--- config.mk ---
export PLATFORM = sky130hd
export DESIGN_NAME = led_video_usb_packet_framer_core
export DESIGN_NICKNAME = d
export VERILOG_FILES = /design/src/sv/lvf_pkg.sv /design/src/sv/lvf_front.sv /design/src/sv/lvf_queue.sv /design/src/sv/lvf_back.sv /design/src/sv/led_video_usb_packet_framer_core.sv
export SDC_FILE = /design/constraint.sdc
export NUM_CORES = 1
export LEC_CHECK = 0
export BUFFER_PORTS_ARGS = -buffer_cell sky130_fd_sc_hd__buf_4
export CORE_ASPECT_RATIO = 0.9
export CORE_MARGIN = 1.5
export CORE_UTILIZATION = 31
export CTS_CLUSTER_DIAMETER = 200
export DETAILED_ROUTE_END_ITERATION = 6
export SYNTH_ARGS = -nofsm -noshare
export SYNTH_HDL_FRONTEND = slang
export SYNTH_HIERARCHICAL = 1
export SYNTH_SLANG_ARGS = --single-unit
--- constraint.sdc ---
create_clock -name clock -period 3.8 [get_ports clock]
set_clock_uncertainty 0.15 [all_clocks]
set_input_delay 0.76 -clock clock [delete_from_list [all_inputs] [get_ports clock]]
set_output_delay 0.76 -clock clock [all_outputs]
set_load 0.03 [all_outputs]
--- src/sv/lvf_pkg.sv ---
// ============================================================================
// lvf_pkg
// Shared types and constants of the LED video USB packet framer.
// ============================================================================
`default_nettype none

package lvf_pkg;

   // Packet geometry
   localparam int PKT_BYTES = 64;
   localparam logic [4:0] LEDS_PER_PKT = 5'((PKT_BYTES - 1) / 3);
   localparam logic [5:0] LAST_OFFSET = 6'(PKT_BYTES - 1);

   // Control byte codes
   localparam logic [7:0] VIDEO_TYPE = 8'h00;
   localparam logic [7:0] FINAL_BIT = 8'h20;
   localparam logic [7:0] PAD_BYTE = 8'h00;

   // Job queue between front and back
   localparam int QUEUE_PTR_W = 2;
   localparam int QUEUE_DEPTH = 1 << QUEUE_PTR_W;

   // One classified LED, ready for byte emission
   typedef struct packed {
      logic [7:0] red;
      logic [7:0] green;
      logic [7:0] blue;
      logic       open_pkt;   // emit the control byte first
      logic [7:0] ctrl_byte;
      logic [5:0] base_off;   // offset of the red byte
      logic       pad;        // close the packet after this LED
      logic       last_slot;  // last slot of the frame
   } lvf_job_type;

endpackage

`default_nettype wire

--- src/sv/lvf_front.sv ---
// ============================================================================
// lvf_front
// Accepts LED items, tracks slot, packet and LED-in-packet counters and
// turns each item into one job for the byte emitter.
// ============================================================================
`default_nettype none

module lvf_front #(
   parameter int STRIP_COUNT = 8,
   parameter int STRIP_LENGTH = 64
) (
   input  wire logic                 clock,
   input  wire logic                 reset,
   input  wire logic                 req_valid,
   output logic                      req_ready,
   input  wire logic [7:0]           req_red,
   input  wire logic [7:0]           req_green,
   input  wire logic [7:0]           req_blue,
   input  wire logic                 q_full,
   output logic                      push,
   output lvf_pkg::lvf_job_type      job
);
   import lvf_pkg::*;

   localparam int TotalSlots = STRIP_COUNT * STRIP_LENGTH;
   localparam logic [9:0] LAST_SLOT = 10'(TotalSlots - 1);

   logic [8:0] slot_ff, slot_in;
   logic [4:0] lip_ff, lip_in;
   logic [4:0] pkt_ff, pkt_in;
   logic [4:0] lip_inc;
   logic       last_slot;
   logic       full;

   // Accept whenever the queue has room
   assign req_ready = !q_full;
   assign push = req_valid && req_ready;

   // Classify the item against the current counters
   always_comb begin
      last_slot = {1'b0, slot_ff} >= LAST_SLOT;
      lip_inc = lip_ff + 5'd1;
      full = lip_inc >= LEDS_PER_PKT;

      job.red = req_red;
      job.green = req_green;
      job.blue = req_blue;
      job.open_pkt = (lip_ff == 5'd0);
      job.ctrl_byte = {3'b000, pkt_ff} | VIDEO_TYPE | (last_slot ? FINAL_BIT : 8'h00);
      job.base_off = {lip_ff, 1'b0} + {1'b0, lip_ff} + 6'd1;
      job.pad = last_slot || full;
      job.last_slot = last_slot;

      // Advance counters, wrap at frame end
      if (last_slot) begin
         slot_in = '0;
         lip_in = '0;
         pkt_in = '0;
      end else begin
         slot_in = slot_ff + 9'd1;
         lip_in = full ? 5'd0 : lip_inc;
         pkt_in = full ? pkt_ff + 5'd1 : pkt_ff;
      end
   end

   always_ff @(posedge clock) begin
      if (reset) begin
         slot_ff <= '0;
         lip_ff <= '0;
         pkt_ff <= '0;
      end else if (push) begin
         slot_ff <= slot_in;
         lip_ff <= lip_in;
         pkt_ff <= pkt_in;
      end
   end

endmodule

`default_nettype wire

--- src/sv/lvf_queue.sv ---
// ============================================================================
// lvf_queue
// Short first-word-fall-through job queue between front and back.
// ============================================================================
`default_nettype none

module lvf_queue (
   input  wire logic                 clock,
   input  wire logic                 reset,
   input  wire logic                 push,
   input  wire lvf_pkg::lvf_job_type push_job,
   input  wire logic                 pop,
   output logic                      full,
   output logic                      head_valid,
   output lvf_pkg::lvf_job_type      head_job
);
   import lvf_pkg::*;

   lvf_job_type mem_ff [QUEUE_DEPTH];
   logic [QUEUE_PTR_W-1:0] wr_ptr_ff;
   logic [QUEUE_PTR_W-1:0] rd_ptr_ff;
   logic [QUEUE_PTR_W:0]   count_ff;

   assign full = (count_ff == (QUEUE_PTR_W+1)'(QUEUE_DEPTH));
   assign head_valid = (count_ff != '0);
   assign head_job = mem_ff[rd_ptr_ff];

   // Store pushed jobs
   always_ff @(posedge clock) begin
      if (push) begin
         mem_ff[wr_ptr_ff] <= push_job;
      end
   end

   // Advance pointers and occupancy
   always_ff @(posedge clock) begin
      if (reset) begin
         wr_ptr_ff <= '0;
         rd_ptr_ff <= '0;
         count_ff <= '0;
      end else begin
         if (push) begin
            wr_ptr_ff <= wr_ptr_ff + 1'b1;
         end
         if (pop) begin
            rd_ptr_ff <= rd_ptr_ff + 1'b1;
         end
         case ({push, pop})
            2'b10:   count_ff <= count_ff + 1'b1;
            2'b01:   count_ff <= count_ff - 1'b1;
            default: count_ff <= count_ff;
         endcase
      end
   end

endmodule

`default_nettype wire

--- src/sv/lvf_back.sv ---
// ============================================================================
// lvf_back
// Walks the head job byte by byte: control byte when it opens a packet, red,
// green, blue, then zero padding when it closes one early, into a registered output stage.
// ============================================================================
`default_nettype none

module lvf_back (
   input  wire logic                 clock,
   input  wire logic                 reset,
   input  wire logic                 head_valid,
   input  wire lvf_pkg::lvf_job_type head_job,
   output logic                      pop,
   output logic                      rsp_valid,
   input  wire logic                 rsp_ready,
   output logic [7:0]                rsp_packet_byte,
   output logic [5:0]                rsp_byte_offset,
   output logic                      rsp_packet_done,
   output logic                      rsp_frame_done,
   output logic                      rsp_run_last
);
   import lvf_pkg::*;

   typedef enum logic [2:0] {
      PH_CTRL,
      PH_RED,
      PH_GREEN,
      PH_BLUE,
      PH_PAD
   } phase_type;

   phase_type  phase_ff, phase_in, cur_phase;
   logic       started_ff;
   logic [5:0] off_ff, off_in, cur_off;
   logic       rsp_valid_ff;
   logic [7:0] byte_ff, byte_in;
   logic [5:0] offset_ff, offset_in;
   logic       pdone_ff, pdone_in;
   logic       fdone_ff, fdone_in;
   logic       last_ff, last_in;
   logic       at_end;
   logic       emit;

   assign emit = head_valid && (!rsp_valid_ff || rsp_ready);
   assign pop = emit && last_in;

   // Select the next byte of the head job
   always_comb begin
      cur_phase = started_ff ? phase_ff : (head_job.open_pkt ? PH_CTRL : PH_RED);
      cur_off = started_ff ? off_ff : head_job.base_off;
      at_end = (cur_off == LAST_OFFSET);

      byte_in = PAD_BYTE;
      offset_in = cur_off;
      pdone_in = 1'b0;
      fdone_in = 1'b0;
      last_in = 1'b0;
      phase_in = PH_PAD;
      off_in = cur_off + 6'd1;

      case (cur_phase)
         PH_CTRL: begin
            byte_in = head_job.ctrl_byte;
            offset_in = '0;
            phase_in = PH_RED;
            off_in = cur_off;
         end
         PH_RED: begin
            byte_in = head_job.red;
            phase_in = PH_GREEN;
         end
         PH_GREEN: begin
            byte_in = head_job.green;
            phase_in = PH_BLUE;
         end
         PH_BLUE: begin
            byte_in = head_job.blue;
            last_in = !head_job.pad || at_end;
            pdone_in = head_job.pad && at_end;
            fdone_in = head_job.last_slot && at_end;
         end
         PH_PAD: begin
            last_in = at_end;
            pdone_in = at_end;
            fdone_in = head_job.last_slot && at_end;
         end
         default: begin
            last_in = 1'b1;
         end
      endcase
   end

   // Hold sequencer state and the output register
   always_ff @(posedge clock) begin
      if (reset) begin
         rsp_valid_ff <= 1'b0;
         started_ff <= 1'b0;
         phase_ff <= PH_CTRL;
      end else begin
         if (emit) begin
            rsp_valid_ff <= 1'b1;
            byte_ff <= byte_in;
            offset_ff <= offset_in;
            pdone_ff <= pdone_in;
            fdone_ff <= fdone_in;
            last_ff <= last_in;
            started_ff <= !last_in;
            phase_ff <= phase_in;
            off_ff <= off_in;
         end else if (rsp_ready) begin
            rsp_valid_ff <= 1'b0;
         end
      end
   end

   assign rsp_valid = rsp_valid_ff;
   assign rsp_packet_byte = byte_ff;
   assign rsp_byte_offset = offset_ff;
   assign rsp_packet_done = pdone_ff;
   assign rsp_frame_done = fdone_ff;
   assign rsp_run_last = last_ff;

endmodule

`default_nettype wire

--- src/sv/led_video_usb_packet_framer_core.sv ---
// ============================================================================
// led_video_usb_packet_framer_core
// Frames LED colours into 64-byte USB video packets, one byte per item out.
//
//   channel  direction  payload
//   req_     in         red, green, blue of the next LED slot
//   rsp_     out        packet_byte, byte_offset, packet_done, frame_done,
//                       run_last
//
// Each LED yields red, green and blue bytes, preceded by a control byte when it opens a
// packet, plus pad bytes at frame end; the single-byte output register sets the rate.
// The queue holds four LEDs, the one being emitted included, so req_ready
// only drops when it fills. Reset clears all counters to the frame start.
// ============================================================================
`default_nettype none

module led_video_usb_packet_framer_core #(
   parameter int STRIP_COUNT = 8,
   parameter int STRIP_LENGTH = 64
) (
   input  wire logic       clock,
   input  wire logic       reset,
   input  wire logic       req_valid,
   output logic            req_ready,
   input  wire logic [7:0] req_red,
   input  wire logic [7:0] req_green,
   input  wire logic [7:0] req_blue,
   output logic            rsp_valid,
   input  wire logic       rsp_ready,
   output logic [7:0]      rsp_packet_byte,
   output logic [5:0]      rsp_byte_offset,
   output logic            rsp_packet_done,
   output logic            rsp_frame_done,
   output logic            rsp_run_last
);
   import lvf_pkg::*;

   lvf_job_type push_job;
   lvf_job_type head_job;
   logic        push;
   logic        pop;
   logic        q_full;
   logic        head_valid;

   // Classify incoming LEDs
   lvf_front #(
      .STRIP_COUNT (STRIP_COUNT),
      .STRIP_LENGTH(STRIP_LENGTH)
   ) u_front (
      .clock    (clock),
      .reset    (reset),
      .req_valid(req_valid),
      .req_ready(req_ready),
      .req_red  (req_red),
      .req_green(req_green),
      .req_blue (req_blue),
      .q_full   (q_full),
      .push     (push),
      .job      (push_job)
   );

   // Decouple front and back
   lvf_queue u_queue (
      .clock     (clock),
      .reset     (reset),
      .push      (push),
      .push_job  (push_job),
      .pop       (pop),
      .full      (q_full),
      .head_valid(head_valid),
      .head_job  (head_job)
   );

   // Emit packet bytes
   lvf_back u_back (
      .clock          (clock),
      .reset          (reset),
      .head_valid     (head_valid),
      .head_job       (head_job),
      .pop            (pop),
      .rsp_valid      (rsp_valid),
      .rsp_ready      (rsp_ready),
      .rsp_packet_byte(rsp_packet_byte),
      .rsp_byte_offset(rsp_byte_offset),
      .rsp_packet_done(rsp_packet_done),
      .rsp_frame_done (rsp_frame_done),
      .rsp_run_last   (rsp_run_last)
   );

`ifndef NO_ASSERTIONS
   a_frame_closes_packet: assert property (@(posedge clock) disable iff (reset)
      rsp_valid && rsp_frame_done |-> rsp_packet_done && rsp_run_last)
      else $error("frame end without packet end");

   a_packet_done_offset: assert property (@(posedge clock) disable iff (reset)
      rsp_valid && rsp_packet_done |-> rsp_byte_offset == LAST_OFFSET)
      else $error("packet closed before last offset");

   a_run_continues: assert property (@(posedge clock) disable iff (reset)
      rsp_valid && rsp_ready && !rsp_run_last |=> rsp_valid)
      else $error("gap inside the bytes of one item");

   a_offset_advances: assert property (@(posedge clock) disable iff (reset)
      rsp_valid && rsp_ready && !rsp_run_last |=>
         rsp_byte_offset == $past(rsp_byte_offset) + 6'd1)
      else $error("byte offset did not advance within an item");
`endif

endmodule

`default_nettype wire
* Yosys cells after proc, flatten, opt, wreduce, memory -nomap -nowiden
Memory sizes are Yosys's and may differ from the RTL's. A register that Yosys moved wholly into a read port is not among the register bits.
Index checks and enable logic that the tools add are counted.
** Cells by class
- Shifts and indexed selects :: 0
- Add/sub/neg operators :: 10
- Bitwise logic cells :: 2
- Eq/ne operators :: 8
- Magnitude comparators :: 2
- Div/mod/pow operators :: 0
- Muxes and demuxes :: 21
- Reduce and logical (&&, ||, !) cells :: 22
- $mul :: 0
** Operators with widths (number)
- 8-bit case mux with 4 select lines :: 1
- 5-bit 2-to-1 mux :: 4
- 6-bit 2-to-1 mux :: 3
- 6-bit by 1-bit adder with 6-bit output, second input constant :: 2
- 5-bit by 1-bit adder with 5-bit output, second input constant :: 2
- 9-bit by 1-bit adder with 9-bit output, second input constant :: 1
- 9-bit >= comparator, second input constant :: 1
- 9-bit 2-to-1 mux :: 1
- 3-bit case mux with 3 select lines :: 1
- 5-bit by 8-bit OR with 8-bit output :: 1
- 6-bit by 5-bit adder with 6-bit output :: 1
- 3-bit by 2-bit == test with 1-bit output, second input constant :: 2
- 3-bit == test, second input constant :: 2
- 6-bit == test, second input constant :: 1
- 3-bit case mux with 2 select lines :: 1
- 2-bit nonzero test :: 3
- 5-bit >= comparator, second input constant :: 1
- 1-bit logical AND :: 5
- 5-bit logical NOT :: 1
- 1-bit 2-to-1 mux :: 5
- 2-bit by 1-bit adder with 2-bit output, second input constant :: 2
- 1-bit logical NOT :: 4
- 2-bit 2-to-1 mux :: 2
- 2-bit AND reduction :: 2
- 14 further kinds :: 16
** Word-level totals
- Word-level logic and storage cells :: 81
- Latch bits :: 0
- ROM bits :: 0
- Memories kept :: 1
- Flip-flop bits (word level) :: 54
- RAM bits :: 164
** Memory list
- u_queue.mem_ff :: depth 4, width 41, read ports 1, clocked after memory_dff 1, wr ports 1, RTL line lvf_queue.sv:19 : lvf_job_type mem_ff [QUEUE_DEPTH];

* Logic depth before layout (Yosys ltp)
Gate-level depths: netlist of the first run.
- Depth after elaboration :: 8
- Depth in mapped cells :: 16
- Depth with buffers taken out :: 14

* Cells and area by module
Netlist of the first run, hierarchy kept.
** Modules (own cells, without submodules)
- lvf_queue :: area an instance 6402.4 µm², sequential area each 5104.9 µm², instances 1, cells each 262
- lvf_back :: area an instance 1514.0 µm², sequential area each 790.8 µm², instances 1, cells each 129
- lvf_front :: area an instance 1432.6 µm², sequential area each 380.4 µm², instances 1, cells each 177

* Worst setup path after synthesis of the first run
No wires, ideal clock.
- Kind :: reg-to-reg
- From :: register (tool-made name)
- To :: register u_queue.count_ff[2]
- Arrival time :: 3023 ps
- Path buffers :: 2
- Required time :: 3580 ps
- Cell stages (with the launch flop) :: 16
- Library setup time :: 70 ps
- Clock period less this slack :: 3243 ps
- Slack :: 557 ps
- Cell sequence :: dfxtp_1 buf_6 buf_12 mux4_2 mux2_2 ha_1 nand4_1 a211oi_2 a21o_1 and2_1 ha_1 inv_1 fa_1 xor2_1 or3_1 a21oi_1
** RTL lines
- end signal, assigned :: RTL line lvf_queue.sv:49 : 2'b10: count_ff <= count_ff + 1'b1;
- end signal, assigned :: RTL line lvf_queue.sv:50 : 2'b01: count_ff <= count_ff - 1'b1;
- end signal, assigned :: RTL line lvf_queue.sv:51 : default: count_ff <= count_ff;
- end, declared :: RTL line lvf_queue.sv:22 : logic [QUEUE_PTR_W:0] count_ff;

==> results.py, run 1 <==
metrics = {
    "timing": {
        "setup_repair_after_global_routing_missed_its_margin": "false",
        "holdWs_ps": 293,
        "final_min_period_ps": 3340,
        "max_slew.worst_pin.slew_ps": 840,
        "timing.final.max_slew_violations": 0,
        "timing.setup.tns_ps": 0,
        "final-hold-violation-count": 0,
        "timing.final.crit_share_pct": 87.9,
        "max-slew-margin-rel_pct": 44.0,
        "final-setup-viol-count": 0,
        "timing.fmax_mhz": 299,
    },
    "route": {
        "drc": 0,
        "via_count": 4830,
        "detail_route.iter0.violations": 455,
        "drt_wl_total_um": 17500,
        "avgViaCountPerCell": 4.71,
        "wl_per_cell_um": 17.0,
        "drt_pass1_iterations": 6,
        "drt.antenna.violating_nets": 0,
    },
    "power": {
        "ir_worst_vdd_v": 0.000281,
        "p_per_area_nw_per_um2": 512,
        "power_frac_comb_pct": 8.6,
        "p_int_mw": 4.26,
        "seq_power_share_pct": 51.0,
        "finalPower_mw": 5.50,
        "sw_frac_of_total_pct": 22.4,
        "clock_power_share_pct": 40.4,
        "leakage_nw": 3.67,
        "switching_power_mw": 1.23,
    },
    "min_path": {
        "hp-class": "input pin to register",
    },
    "setup_path": {
        "capture_instance_of_the_worst_register_to_register_path": "u_queue/count_ff[2]",
        "reg2regPathDepth": 13,
        "worstSetupEndpointType": "register",
        "critPathArrivalTime_ps": 3630,
        "r2r_slack_ps": 460,
        "crit_path_end": "u_queue/count_ff[2]",
        "worst_path_slowest_cell": "dfxtp_2",
        "largest_fanout_of_any_net_on_the_critical_path": 6,
        "cpPeakStageDelay_ps": 370,
        "cp_cell_sequence": "mux4_2 > mux2_2 > ha_1 > nand4_1 > a211oi_2 > a21o_1 > and2_1 > ha_1 > inv_1 > fa_1 > xor2_1 > or3_1 > a21oi_1",
        "worst-path-stages": 13,
        "gate_family_responsible_for_the_most_delay_along_the_worst_path": "adder cells",
        "critical_path_class": "register to register",
        "worst-path-buf-inv": 1,
        "worst_setup_path_start_kind": "register",
        "most_common_cell_on_crit_path": "ha_1",
        "critPathRequiredTime_ps": 4090,
    },
    "global_routing": {
        "use_met2_pct": 18.7,
        "gr-usage-all-layers_pct": 11.6,
        "grt_start_max_net_pins": 37,
        "first_global_vias": 4899,
        "met1_routing_resource_usage_after_global_routing_pct": 16.2,
        "grt_pass1_wl_um": 28100,
        "initial_antenna_violation_count": 0,
        "grt_overflow": 0,
        "top_usage_layer": "met2",
        "use_met3_pct": 2.52,
    },
    "yosys": {
        "synth_enable_flop_cells": 187,
        "yosys_warnings": 6,
        "syn_inst": 568,
        "yosysSeqAreaShare_pct": 67.1,
        "prevailing_post_synth_register_cell": "edfxtp_1",
        "post_synthesis_sequential_element_count": 220,
        "synth.lib_cells_used.distinct": 61,
        "synth.cell_area_um2": 9350,
        "synthesis.area_per_instance_um2": 16.5,
        "yosys.area.top_type_share_pct": 60.1,
        "post_synth_main_area_contributors": "edfxtp_1 (60%), mux4_2 (9.6%), dfxtp_1 (7.1%)",
        "synth_area_leader_cell": "edfxtp_1",
        "async_reset_ff_share_pct": 0,
    },
    "cts": {
        "cts.htree.levels": 1,
        "clk_pin_slew_ps": 60,
        "tritoncts_sinks": 220,
        "cts.root.buffer_cell": "clkbuf_16",
        "cts_buf_count": 24,
        "clock_insertion_delay_worst_skew_ps": 520,
        "cts_tree": "built",
        "clock_tree.buffer_depth": 3,
        "cts-resized-gates": 0,
        "holdBufCountCts": 0,
        "postCtsSetupRepairBufs": 0,
    },
    "layout": {
        "drive_above_1_share_pct": 26.5,
        "fill_cells": 2784,
        "finalNetCount": 652,
        "growth_of_design_area_from_synthesis_to_finish_pct": 14.8,
        "num_antenna_cells": 0,
    },
    "die": {
        "floorplan.die.width_um": 186,
        "fp.dieArea_um2": 31200,
        "die_height_um": 168,
        "core_um2": 29800,
        "starting_utilization_of_the_core_area_pct": 31.4,
        "standard_cell_row_count": 60,
        "floorplan.io_pins": 47,
    },
    "job": {
        "drv_cap": 0,
    },
    "placed_design": {
        "port_buffers": 46,
        "detailed_place_hpwl_um": 11300,
        "finalWeightedCongestion": 0.743,
    },
    "outcome": {
        "outcome": "completed",
    },
}
[Yosys cell counts (all sizes together), types with 2 or more instances]
library cell	count
a211oi	4
a21o	5
a21oi	24
a222oi	8
a31oi	4
a32o	2
and2	9
and3	6
buf	46
clkbuf	5
dfxtp	33
edfxtp	187
fa	2
ha	16
inv	22
mux2i	5
mux4	41
nand2	41
nand2b	3
nand3	5
nand3b	2
nand4	6
nor2	29
nor3	5
nor3b	2
o21ai	12
o32ai	2
or2	2
or3	5
xnor2	11
xor2	12
[routing by layer]
| metal | wire length (µm) | vias up |
|---|---|---|
| met5 | 0 | - |
| met4 | 191 | 0 |
| met3 | 1060 | 15 |
| met2 | 8360 | 114 |
| met1 | 7870 | 2476 |
| li1 | - | 2225 |
[cells by family (layout without fill, tap and decap cells)]
logic type | Yosys count | in the layout | synth area share (%)
other | 1 | 2 | 0.0401
AND/OR/NAND/NOR | 120 | 120 | 6.62
XOR/XNOR | 23 | 23 | 2.24
multiplexers | 47 | 47 | 10.6
flip-flops | 220 | 220 | 67.1
adder cells (fa/ha/maj) | 18 | 18 | 2.57
buffers and inverters | 73 | 127 | 5.25
AO/OA/AOI/OAI | 66 | 66 | 5.54
[registers in the layout, summed over array words and instances, names as in the netlist, named ones only]
signal,count
u_back/off_ff,6
u_queue/rd_ptr_ff,2
u_back/rsp_frame_done,1
u_front/pkt_ff,5
u_front/slot_ff,9
u_front/lip_ff,5
u_queue/count_ff,3
u_back/rsp_valid,1
u_back/phase_ff,3
u_queue/wr_ptr_ff,2
u_back/rsp_packet_byte,8
u_queue/mem_ff,164
u_back/rsp_packet_done,1
u_back/rsp_byte_offset,6
u_back/started_ff,1
u_back/rsp_run_last,1
[worst min-delay path by stage]
stage | start | end | slack, ps | depth (start not counted)
2_1_floorplan | u_front/slot_ff[8] | u_front/slot_ff[8] | 300 | 2
3_3_place_gp | u_front/slot_ff[8] | u_front/slot_ff[8] | 320 | 2
3_5_place_dp | u_front/slot_ff[8] | u_front/slot_ff[8] | 320 | 2
4_1_cts | req_red[2] | u_queue/mem_ff[1][35] | 280 | 1
5_1_grt | req_blue[1] | u_queue/mem_ff[0][18] | 270 | 1
6_report | req_red[2] | u_queue/mem_ff[1][35] | 290 | 1
[placed cells by master, fill, tap and decap left out, types with 8 or more instances in the layout]
cell type  synthesis  layout
a21oi_1           23      23
a222oi_1           8       8
buf_4             30      59
clkbuf_16          0      24
dfxtp_1           33      31
edfxtp_1         187     187
ha_1              16      16
inv_1             21      21
mux4_2            40      40
nand2_1           39      39
nor2_1            29      28
o21ai_0           11      11
xnor2_1           10      10
xor2_1            12      12
[stage by stage]
step	area [µm²]	setup slack (ps)	util, %	instances
global route	10700	154	36.0	1026
global placement	9960	542	33.4	983
CTS	10700	429	36.0	1026
finish	10700	460	36.0	1026
floorplan	9350	557	-	569
detailed placement	9960	450	33.4	983
[final cells by class]
cell class | count | area [µm²] | area share (%)
Clock buffer | 31 | 637 | 5.94
Clock inverter | 12 | 130 | 1.21
Inverter | 22 | 82.6 | 0.770
Multi-Input combinational cell | 276 | 2590 | 24.2
Sequential cell | 220 | 6280 | 58.5
Tap cell | 403 | 504 | 4.70
Timing Repair Buffer | 62 | 503 | 4.69
[power groups by stage]
stage / Combinational (mW) / Clock [mW] / Sequential [mW]
6_report: 0.471 / 2.22 / 2.80
5_1_grt: 0.515 / 2.39 / 2.82
4_1_cts: 0.478 / 2.28 / 2.81
3_5_place_dp: 0.477 / 0 / 2.86
3_3_place_gp: 0.470 / 0 / 2.85
2_1_floorplan: 0.307 / 0 / 2.87
Note: power is estimated with default switching activity, not from simulation.
==> run 2: changes to the inputs <==
--- a/config.mk
+++ b/config.mk
@@ -5,6 +5,7 @@
 export SDC_FILE = /design/constraint.sdc
 export NUM_CORES = 1
 export LEC_CHECK = 0
+export ABC_AREA = 1
 export BUFFER_PORTS_ARGS = -buffer_cell sky130_fd_sc_hd__buf_4
 export CORE_ASPECT_RATIO = 0.9
 export CORE_MARGIN = 1.5
==> run 2 against run 1 <==
Compared with the run above: sequential share of layout area is 0.47 points lower; largest cell class unchanged; maximum frequency grew 3.2%; clock power up 2%; sequential power rose by 2%; global-route usage up 0.74 points; combinational power is 23% higher; non-clock buffer count shrank 2; wire length is 12% higher; via count is 21% higher; count of clock-buffer cells in the layout shrank 5.
==> results.py, run 2 <==
metrics = {
    "outcome": {
        "outcome": "completed",
    },
    "timing": {
        "setup_ws_ps": 562,
        "timing.final.crit_share_pct": 85.2,
        "final-setup-viol-count": 0,
        "timing.final.max_slew_violations": 0,
        "timing.setup.tns_ps": 0,
        "setup_repair_after_global_routing_missed_its_margin": "false",
        "max_slew.worst_pin.slew_ps": 755,
        "final_min_period_ps": 3240,
        "timing.fmax_mhz": 309,
        "final-hold-violation-count": 0,
        "max-slew-margin-rel_pct": 49.7,
    },
    "global_routing": {
        "initial_antenna_violation_count": 0,
        "grt_pass1_wl_um": 31100,
        "grt_start_max_net_pins": 71,
        "first_global_vias": 5457,
        "grt_overflow": 0,
        "gr-usage-all-layers_pct": 12.4,
    },
    "route": {
        "detail_route.iter0.violations": 367,
        "drc": 0,
        "via_count": 5850,
        "drt_wl_total_um": 19500,
        "drt.antenna.violating_nets": 0,
        "avgViaCountPerCell": 4.62,
        "wl_per_cell_um": 15.4,
        "drt_pass1_iterations": 4,
    },
    "yosys": {
        "yosys.area.top_type_share_pct": 59.3,
        "synth.lib_cells_used.distinct": 39,
        "prevailing_post_synth_register_cell": "edfxtp_1",
        "syn_inst": 819,
        "synth_compound_gate_area_share_pct": 9.98,
        "synth.cell_area_um2": 9480,
        "synth_area_leader_cell": "edfxtp_1",
        "post_synth_main_area_contributors": "edfxtp_1 (59%), dfxtp_1 (7.0%), nor2_1 (4.7%)",
        "yosys_warnings": 6,
        "synth_top_family_by_area": "simple AND/OR/NAND/NOR gates",
        "synth_simple_gate_area_share_pct": 12.8,
        "post_synthesis_sequential_element_count": 220,
        "synth.top_cells.by_count": "edfxtp_1 (187), nor2_1 (118), nand2_1 (100)",
        "yosys.area_share.xor_xnor_pct": 1.48,
        "synth_mux_area_share_pct": 0,
        "async_reset_ff_share_pct": 0,
        "synth_enable_flop_cells": 187,
        "synthesis.area_per_instance_um2": 11.6,
        "synth_most_common_cell": "edfxtp_1",
        "yosysSeqAreaShare_pct": 66.2,
        "synth-adder-area-share_pct": 2.54,
    },
    "placed_design": {
        "detailed_place_hpwl_um": 12400,
        "finalWeightedCongestion": 0.826,
        "port_buffers": 46,
        "post-place-ws_ps": 560,
    },
    "setup_path": {
        "critPathArrivalTime_ps": 3510,
        "largest_fanout_of_any_net_on_the_critical_path": 39,
        "critPathRequiredTime_ps": 4070,
        "worstSetupEndpointType": "register",
        "cpPeakStageDelay_ps": 420,
        "worst_setup_path_start_kind": "register",
        "worst-path-buf-inv": 5,
        "critical_path_class": "register to register",
        "gate_family_responsible_for_the_most_delay_along_the_worst_path": "simple AND/OR/NAND/NOR gates",
        "worst_path_slowest_cell": "buf_4",
        "cp_cell_sequence": "buf_4 > o21ai_1 > o22ai_1 > inv_1 > nand2_1 > nand2_1 > nor2_1 > nand3_2 > a21oi_1 > ha_1 > inv_1 > fa_1 > inv_1 > nand2_1 > nand3_1 > nand2_1 > inv_1 > nor2_1",
    },
    "layout": {
        "mostFrequentLayoutCell": "edfxtp_1",
        "fin_util_pct": 36.1,
        "growth_of_design_area_from_synthesis_to_finish_pct": 14.1,
        "max_ffs_per_register": 164,
        "largest-register": "u_queue/mem_ff",
        "num_antenna_cells": 0,
        "commonest_cells_after_routing_fill_and_taps_aside": "edfxtp_1 (187), nor2_1 (117), nand2_1 (100)",
        "finalNetCount": 893,
        "drive_above_1_share_pct": 15.3,
        "fill_cells": 2872,
    },
    "die": {
        "fp.dieArea_um2": 31600,
        "core_um2": 30000,
        "floorplan.io_pins": 47,
        "starting_utilization_of_the_core_area_pct": 31.6,
        "floorplan.die.width_um": 187,
        "standard_cell_row_count": 60,
        "die_height_um": 169,
    },
    "job": {
        "drv_cap": 0,
    },
    "min_path": {
        "hp-class": "input pin to register",
        "timing.hold.worst.start": "req_red[7]",
    },
    "cts": {
        "holdBufCountCts": 0,
        "cts-resized-gates": 0,
        "clock_tree.buffer_depth": 3,
        "cts.root.buffer_cell": "clkbuf_16",
        "tritoncts_sinks": 220,
        "cts.htree.levels": 1,
        "postCtsSetupRepairBufs": 0,
        "cts_buf_count": 23,
        "cts_tree": "built",
        "clock_insertion_delay_worst_skew_ps": 530,
        "clk_pin_slew_ps": 60,
    },
    "power": {
        "ir_worst_vdd_v": 0.000284,
        "leakage_nw": 3.97,
        "finalPower_mw": 5.70,
        "p_per_area_nw_per_um2": 527,
    },
}
[run 2: changes by cell type after synthesis, sizes merged, moves of 14 or more]
| cell | before | now |
|---|---|---|
| nor2 | 29 | 125 |
| o21ai | 12 | 100 |
| nand2 | 41 | 111 |
| mux4 | 41 | 0 |
| o22ai | 1 | 41 |
| inv | 22 | 60 |
| nand3 | 5 | 19 |
[run 2: layer usage]
layer  global-route usage (%)  share of wire, %  vias to the layer above
met5                        0                 0                        -
met2                     18.5                44                      130
met1                     18.1                48                     2794
li1                         -                 -                     2895
met4                     3.51               2.2                        0
met3                     2.61               6.3                       31
[run 2: final timing paths]
kind | slack [ps] | end | cells after the start
max | 560 | u_queue/count_ff[2] | 18
min | 280 | u_queue/mem_ff[3][40] | 1
max reg2reg | 560 | u_queue/count_ff[2] | 18
min reg2reg | 320 | u_queue/rd_ptr_ff[1] | 1
[run 2: through the flow]
step	hold slack [ps]	cell area, µm²	instances
finish	280	10800	1266
global route	266	10800	1266
CTS	261	10800	1266
detailed placement	304	10000	1225
global placement	307	10000	1225
floorplan	262	9480	820
[run 2: cell families (layout without fill, tap and decap cells)]
kind of cell,Yosys count,after routing
AND/OR/NAND/NOR,276,276
other,1,2
adder cells (fa/ha/maj),18,18
buffers and inverters,118,161
AO/OA/AOI/OAI,170,170
flip-flops,220,220
XOR/XNOR,16,16
[run 2: area by class of cell]
type / count / area, µm² / share of cell area [%]
Sequential cell: 220 / 6280 / 58.1
Timing Repair Buffer: 60 / 488 / 4.51
Clock inverter: 15 / 181 / 1.68
Inverter: 60 / 225 / 2.08
Tap cell: 403 / 504 / 4.66
Multi-Input combinational cell: 482 / 2550 / 23.6
Clock buffer: 26 / 587 / 5.43
[run 2: power by group]
group          switching [mW]  internal [mW]
clock network           0.935           1.33
registers              0.0611           2.79
logic                   0.397          0.180
